===== src/rtl/core/tccs_pkg.sv =====
// Shared types, geometry constants and command codes of the text console block.
package tccs_pkg;

  localparam int unsigned CHARS_PER_LINE = 64;
  localparam int unsigned SCREEN_LINES   = 32;
  localparam int unsigned PAGES          = 4;

  localparam int unsigned STORE_SIZE     = CHARS_PER_LINE * SCREEN_LINES * PAGES;
  localparam int unsigned VIEW_TOP_LIMIT = SCREEN_LINES * (PAGES - 1);

  localparam int unsigned CMD_W  = 2;
  localparam int unsigned CHAR_W = 8;
  localparam int unsigned COL_W  = 6;
  localparam int unsigned LINE_W = 5;
  localparam int unsigned VT_W   = 7;
  localparam int unsigned ADDR_W = 13;

  localparam logic [CHAR_W-1:0] CODE_NEWLINE   = 8'd10;
  localparam logic [CHAR_W-1:0] CODE_BACKSPACE = 8'd8;

  typedef enum logic [CMD_W-1:0] {
    CMD_PUT  = 2'd0,
    CMD_READ = 2'd1,
    CMD_HOME = 2'd2
  } cmd_e;

  typedef struct packed {
    logic [CMD_W-1:0]  command;
    logic [CHAR_W-1:0] char_code;
    logic [COL_W-1:0]  read_col;
    logic [LINE_W-1:0] read_line;
  } in_t;

  typedef struct packed {
    logic [ADDR_W-1:0] cell_addr;
    logic              cell_written;
    logic [CHAR_W-1:0] cell_data;
    logic [COL_W-1:0]  cursor_col_out;
    logic [LINE_W-1:0] cursor_line_out;
    logic [VT_W-1:0]   view_top_out;
    logic              scrolled;
  } out_t;

  typedef struct packed {
    logic              we;
    logic              re;
    logic [ADDR_W-1:0] addr;
    logic [CHAR_W-1:0] wdata;
  } mem_req_t;

endpackage


===== src/rtl/core/tccs_cursor.sv =====
// Cursor and view registers with the per-request update and store access request.
module tccs_cursor import tccs_pkg::*; (
  input  logic     clk_i,
  input  logic     rst_ni,
  input  logic     accept_i,
  input  in_t      req_i,
  output mem_req_t mem_o,
  output out_t     res_o
);

  localparam logic [COL_W-1:0]  ColLast  = COL_W'(CHARS_PER_LINE - 1);
  localparam logic [LINE_W-1:0] LineLast = LINE_W'(SCREEN_LINES - 1);
  localparam logic [VT_W-1:0]   VtLimit  = VT_W'(VIEW_TOP_LIMIT);

  logic [COL_W-1:0]  col_q, col_d;
  logic [LINE_W-1:0] line_q, line_d;
  logic [VT_W-1:0]   vt_q, vt_d;

  logic              at_last_line;
  logic              at_last_col;
  logic              can_scroll;
  logic [COL_W-1:0]  bs_col;
  logic [LINE_W-1:0] bs_line;
  logic [COL_W-1:0]  acc_col;
  logic [LINE_W-1:0] acc_line;
  logic [ADDR_W-1:0] row;
  logic              scrolled;

  assign at_last_line = (line_q == LineLast);
  assign at_last_col  = (col_q == ColLast);
  assign can_scroll   = (vt_q < VtLimit);

  // Backspace target: step left, wrap to end of previous line, stick at origin.
  always_comb begin
    bs_col  = col_q;
    bs_line = line_q;
    if (col_q != '0) begin
      bs_col = col_q - COL_W'(1);
    end else if (line_q != '0) begin
      bs_col  = ColLast;
      bs_line = line_q - LINE_W'(1);
    end
  end

  always_comb begin
    col_d    = col_q;
    line_d   = line_q;
    vt_d     = vt_q;
    scrolled = 1'b0;
    acc_col  = col_q;
    acc_line = line_q;
    mem_o    = '0;
    unique case (req_i.command)
      CMD_PUT: begin
        mem_o.we = 1'b1;
        if (req_i.char_code == CODE_NEWLINE) begin
          mem_o.wdata = req_i.char_code;
          col_d       = '0;
          if (!at_last_line) begin
            line_d = line_q + LINE_W'(1);
          end else if (can_scroll) begin
            vt_d     = vt_q + VT_W'(1);
            scrolled = 1'b1;
          end
        end else if (req_i.char_code == CODE_BACKSPACE) begin
          col_d       = bs_col;
          line_d      = bs_line;
          acc_col     = bs_col;
          acc_line    = bs_line;
          mem_o.wdata = '0;
        end else begin
          mem_o.wdata = req_i.char_code;
          if (!at_last_col) begin
            col_d = col_q + COL_W'(1);
          end else if (!at_last_line) begin
            col_d  = '0;
            line_d = line_q + LINE_W'(1);
          end else if (can_scroll) begin
            // Last cell of the last line: hold the cursor there, scroll if room.
            vt_d     = vt_q + VT_W'(1);
            scrolled = 1'b1;
          end
        end
      end
      CMD_READ: begin
        mem_o.re = 1'b1;
        acc_col  = req_i.read_col;
        acc_line = req_i.read_line;
      end
      CMD_HOME: begin
        col_d  = '0;
        line_d = '0;
      end
      default: begin
      end
    endcase
    row = ADDR_W'(vt_q) + ADDR_W'(acc_line);
    if (mem_o.we || mem_o.re) begin
      mem_o.addr = ADDR_W'(row * ADDR_W'(CHARS_PER_LINE)) + ADDR_W'(acc_col);
    end
  end

  always_comb begin
    res_o                 = '0;
    res_o.cell_addr       = mem_o.addr;
    res_o.cell_written    = mem_o.we;
    res_o.cell_data       = mem_o.wdata;
    res_o.cursor_col_out  = col_d;
    res_o.cursor_line_out = line_d;
    res_o.view_top_out    = vt_d;
    res_o.scrolled        = scrolled;
  end

  always_ff @(posedge clk_i or negedge rst_ni) begin
    if (!rst_ni) begin
      col_q  <= '0;
      line_q <= '0;
      vt_q   <= '0;
    end else if (accept_i) begin
      col_q  <= col_d;
      line_q <= line_d;
      vt_q   <= vt_d;
    end
  end

endmodule


===== config.mk =====
export PLATFORM = sky130hd
export DESIGN_NAME = tccs_cursor
export DESIGN_NICKNAME = d
export VERILOG_FILES = /design/src/rtl/core/tccs_pkg.sv /design/src/rtl/core/tccs_cursor.sv
export SDC_FILE = /design/constraint.sdc
export NUM_CORES = 1
export LEC_CHECK = 0
export BUFFER_PORTS_ARGS = -buffer_cell sky130_fd_sc_hd__buf_2
export CAP_MARGIN = 20
export CORE_ASPECT_RATIO = 1.2
export CORE_MARGIN = 2
export CORE_UTILIZATION = 47
export CTS_CLUSTER_DIAMETER = 80
export CTS_CLUSTER_SIZE = 20
export DETAILED_ROUTE_END_ITERATION = 10
export PLACE_DENSITY = 0.78
export SYNTH_ARGS = -nofsm -noshare
export SYNTH_HDL_FRONTEND = slang
export SYNTH_SLANG_ARGS = --single-unit

===== constraint.sdc =====
create_clock -name clk_i -period 6.25 [get_ports clk_i]
set_input_delay 1.875 -clock clk_i [delete_from_list [all_inputs] [get_ports clk_i]]
set_output_delay 1.875 -clock clk_i [all_outputs]
set_load 0.005 [all_outputs]

---- After elaboration in Yosys (flattened, before gate mapping) ----
Index checks and enable logic that the tools add are counted.
storage, ports and cells
  bits in registers ....................... 18
  bits of input ports ..................... 24
  output and inout port bits .............. 64
  word-level logic and storage cells ...... 59
cells by class
  add/subtract/negate cells ............... 7
  magnitude comparators ................... 1
  equal/unequal tests ..................... 6
  muxes and demuxes ....................... 38
  reduce and logical (&&, ||, !) cells .... 4
operators by type and width
  kind                                               number
  two-way mux 6 bit                                  8
  two-way mux 7 bit                                  6
  two-way mux 5 bit                                  8
  two-way mux 8 bit                                  3
  case mux 6 bit (2 select lines)                    2
  case mux 5 bit (2 select lines)                    2
  == test 8 x 4 -> 1 bit (second input constant)     2
  adder 13 x 6 -> 13 bit                             1
  two-way mux 13 bit                                 1
  two-way mux 1 bit                                  8
  adder 7 x 1 -> 7 bit (second input constant)       1
  adder 7 x 5 -> 7 bit                               1
  < comparator 7 bit (second input constant)         1
  adder 6 x 1 -> 6 bit (second input constant)       1
  == test 6 bit (second input constant)              1
  nonzero test 6 bit                                 1
  subtractor 6 x 1 -> 6 bit (second input constant)  1
  adder 5 x 1 -> 5 bit (second input constant)       1
  == test 5 bit (second input constant)              1
  nonzero test 5 bit                                 1
  subtractor 5 x 1 -> 5 bit (second input constant)  1
  == test 2 x 1 -> 1 bit (second input constant)     1
  == test 2 bit (second input constant)              1
  zero test 2 bit                                    1
  logical OR 1 bit                                   1

---- Logic depth before layout (Yosys ltp) ----
  depth in word-level cells ............... 9
  depth in mapped cells ................... 16
  gate-level depth less buffers ........... 14

---- Least setup slack after synthesis ----
No wires, ideal clock.
  path type ............................... input to output
  start point ............................. input req_i[11] (netlist bit)
  end point ............................... output res_o[39] (netlist bit)
  arrival time ............................ 4502 ps
  required time ........................... 4375 ps
  slack ................................... -127 ps
  stages .................................. 11
  path buffers ............................ 2
  cells stage by stage .................... nor4_1 > nand2_2 > clkbuf_1 > a221oi_1 > ha_1 > a21o_1 > a21oi_1 > o21bai_1 > a21oi_1 > mux2_2 > buf_4
RTL lines
  item         line              source
  from (decl)  tccs_cursor.sv:6  input in_t req_i,
  to (decl)    tccs_cursor.sv:8  output out_t res_o

==> flow_summary.json <==
{
  "final_util": 0.5979,
  "slowest_delay_ns": 0.36,
  "clk_path_buf_depth": 2,
  "synthTopCellsByArea": "dfrtp_1 (17%), buf_4 (6.6%), ha_1 (5.2%), nand2_1 (4.7%), xnor2_1 (4.3%)",
  "avgRoutedWirePerCell_um": 17.12,
  "cp_data_arrival_time_ns": 4.44,
  "finalCritPeriodShare": 1.010,
  "final_common_cell": "buf_2",
  "drt_first_iter_violations": 176,
  "die-height_um": 85.91,
  "rows": 29,
  "tightest_slew_ns": 0.6645,
  "ant_nets": 0,
  "ys_seq_elements": 18,
  "powerDensity_nw_per_um2": 149.1,
  "nNetsFinal": 455,
  "power_uw": 475.5,
  "critical_path.max_fanout": 4,
  "synth-edff-count": 0,
  "endpoint_kind": "output pin",
  "crit_path_top_delay_cell": "nor4b_4",
  "worst_ep_required_time_ns": 4.38,
  "synthArstFlopShare": 1.000,
  "clk_pin_slew_ns": 0.08,
  "cp_cell_sequence": "buf_6 > nor4b_4 > nand2_2 > nor3_4 > buf_6 > o2bb2ai_4 > a221oi_4 > ha_1 > a21o_1 > a21oi_2 > o21bai_1 > a21oi_2 > mux2_4 > buf_2",
  "synth_top_area_frac": 0.1714,
  "path_class": "in2out",
  "drive_gt1_frac": 0.3708,
  "synth_area_um2": 2628,
  "synth_fp_nets": 387,
  "syn_to_final_growth_pct": 21.38,
  "status": "complete, but fails checks",
  "slew_viol_final": 0,
  "vdd_drop_max_v": 0.00007267,
  "via_per_inst": 6.127,
  "cts_made_buffers": 3,
  "grt_pass1_wl_um": 13080,
  "clk_latency_ns": 0.27,
  "use_met1": 0.3198,
  "max_slew_margin": 0.5536,
  "violations": "negative setup slack",
  "cts_tree": "done",
  "grt_overflow": 0,
  "grt_pass1_vias": 2807,
  "first_pass_iters": 4,
  "grt_usage": 0.2654,
  "grt_max_degree": 19,
  "seq_area_frac_synth": 0.1714,
  "hp-class": "reg2reg",
  "globalRouteMet3Util": 0.03643,
  "avgSynthCellArea_um2": 7.486,
  "core_area_um2": 5334,
  "layout_common_cells": "buf_2 (85), nand2_1 (33), buf_4 (24)",
  "antenna_cells": 0,
  "p_leak_uw": 0.001623,
  "antenna_found_initial": 0,
  "initial_utilization": 0.4926,
  "clock-sinks": 18,
  "ys_warn_count": 0,
  "holdWs_ns": 0.5258,
  "vias": 2941,
  "critPathLaunchType": "primary input",
  "synthFlopType": "dfrtp_1",
  "finClkSkew_ns": 0.008354,
  "synth_largest_area_cell": "dfrtp_1",
  "hold_violations": 0,
  "wl_um": 8216,
  "io_buffer_count": 87,
  "setup_viol": 4,
  "timing.fmax_ghz": 0.1584,
  "gr-usage-met2": 0.4412,
  "ys_types": 69,
  "route.detailed.drc": 0,
  "cts_hold_buffers": 0,
  "dieWidth_um": 72.26,
  "synth_cells": 351,
  "max-cap-violations": 0,
  "ios": 88,
  "post-dp-hpwl_um": 6098,
  "gp_congestion": 0.9695,
  "grt.busiest_layer": "met2",
  "root_buffer": "clkbuf_8",
  "die_area_um2": 6207,
  "post-route-min-period_ns": 6.313,
  "rsz0062_at_grt": "true",
  "htree_levels": 1,
  "layout_setup_ws_ns": -0.06325,
  "n_fill_cell": 470
}
## what timing repair did
action,in CTS,in global routing
pin swaps,8,17
endpoints found under the setup margin,6,6
gates resized for setup,7,16
setup buffers,3,2
## layout make-up
| cell class | instances | area, um2 | share of cell area |
|---|---|---|---|
| clock buffers | 4 | 55.05 | 0.01726 |
| inverters | 12 | 45.04 | 0.01412 |
| repair buffers | 112 | 639.4 | 0.2005 |
| multi-input cells | 272 | 1922 | 0.6026 |
| flip-flops and latches | 18 | 450.4 | 0.1412 |
| well taps | 62 | 77.57 | 0.02432 |
## metal layers
| layer | up-vias | part of all wire |
|---|---|---|
| met5 | - | 0 |
| met4 | 0 | 0.037 |
| met3 | 22 | 0.082 |
| met2 | 148 | 0.48 |
| met1 | 1387 | 0.40 |
| li1 | 1384 | - |
## power breakdown
part	switching, uW	internal (uW)	total, uW
Sequential	22.7	123	146
Combinational	130	97.2	227
Clock	46.1	56.2	102
## state kept, by name, summed over array words and instances, names as in the netlist
name    flops
line_q      5
col_q       6
vt_q        7
## path summary, 6_finish.rpt
kind,start,end,slack [ns],cells after the start
min reg2reg,vt_q[6],vt_q[6],0.53,1
max reg2reg,col_q[0],line_q[1],3.52,7
max in group asynchronous,rst_ni,vt_q[0],4.38,1
max,req_i[15],mem_o[19],-0.06,14
min,vt_q[6],vt_q[6],0.53,1
min in group asynchronous,rst_ni,col_q[3],1.54,1
## kinds of logic (layout without fill, tap and decap cells)
logic type / after synthesis / after routing / share of synthesized area
simple gates: 137 / 137 / 0.2948
flops: 18 / 18 / 0.1714
buf+inv: 61 / 128 / 0.1357
mux: 10 / 10 / 0.04143
compound gates: 98 / 98 / 0.2467
xor+xnor: 15 / 15 / 0.05000
fa+ha+maj: 12 / 12 / 0.06000
## metrics by stage
stage,cells,cell area [um2],setup WS [ns],setup TNS [ns]
floorplan,351,2640,0.02880,0
global placement,471,2992,0.005771,0
detailed placement,471,2992,-0.09730,-0.3311
CTS,478,3108,-0.01867,-0.05165
global route,480,3189,-0.2084,-0.8950
finish,480,3189,-0.06325,-0.1835
## worst max-delay path: cells and delay by family
| family | cells | cell delay, ns |
|---|---|---|
| adder cells (fa/ha/maj) | 1 | 0.31 |
| multiplexers | 1 | 0.31 |
| buffers and inverters | 3 | 0.37 |
| AO/OA/AOI/OAI | 6 | 0.81 |
| AND/OR/NAND/NOR | 3 | 0.76 |
## cell usage after synthesis, types with 5 or more instances
library cell	count
a21o_1	5
buf_2	5
nor2_1	22
and2_1	8
xnor2_1	13
a31oi_1	6
nor3_1	13
clkbuf_1	13
o31ai_1	5
dfrtp_1	18
ha_1	11
and3_1	8
a22oi_1	6
buf_4	23
nor4_1	5
o21ai_0	22
nor2b_1	6
inv_1	11
nand2_1	33
nand3_1	10
mux2i_1	6
a21oi_1	22
(Power assumes the default switching activity.)
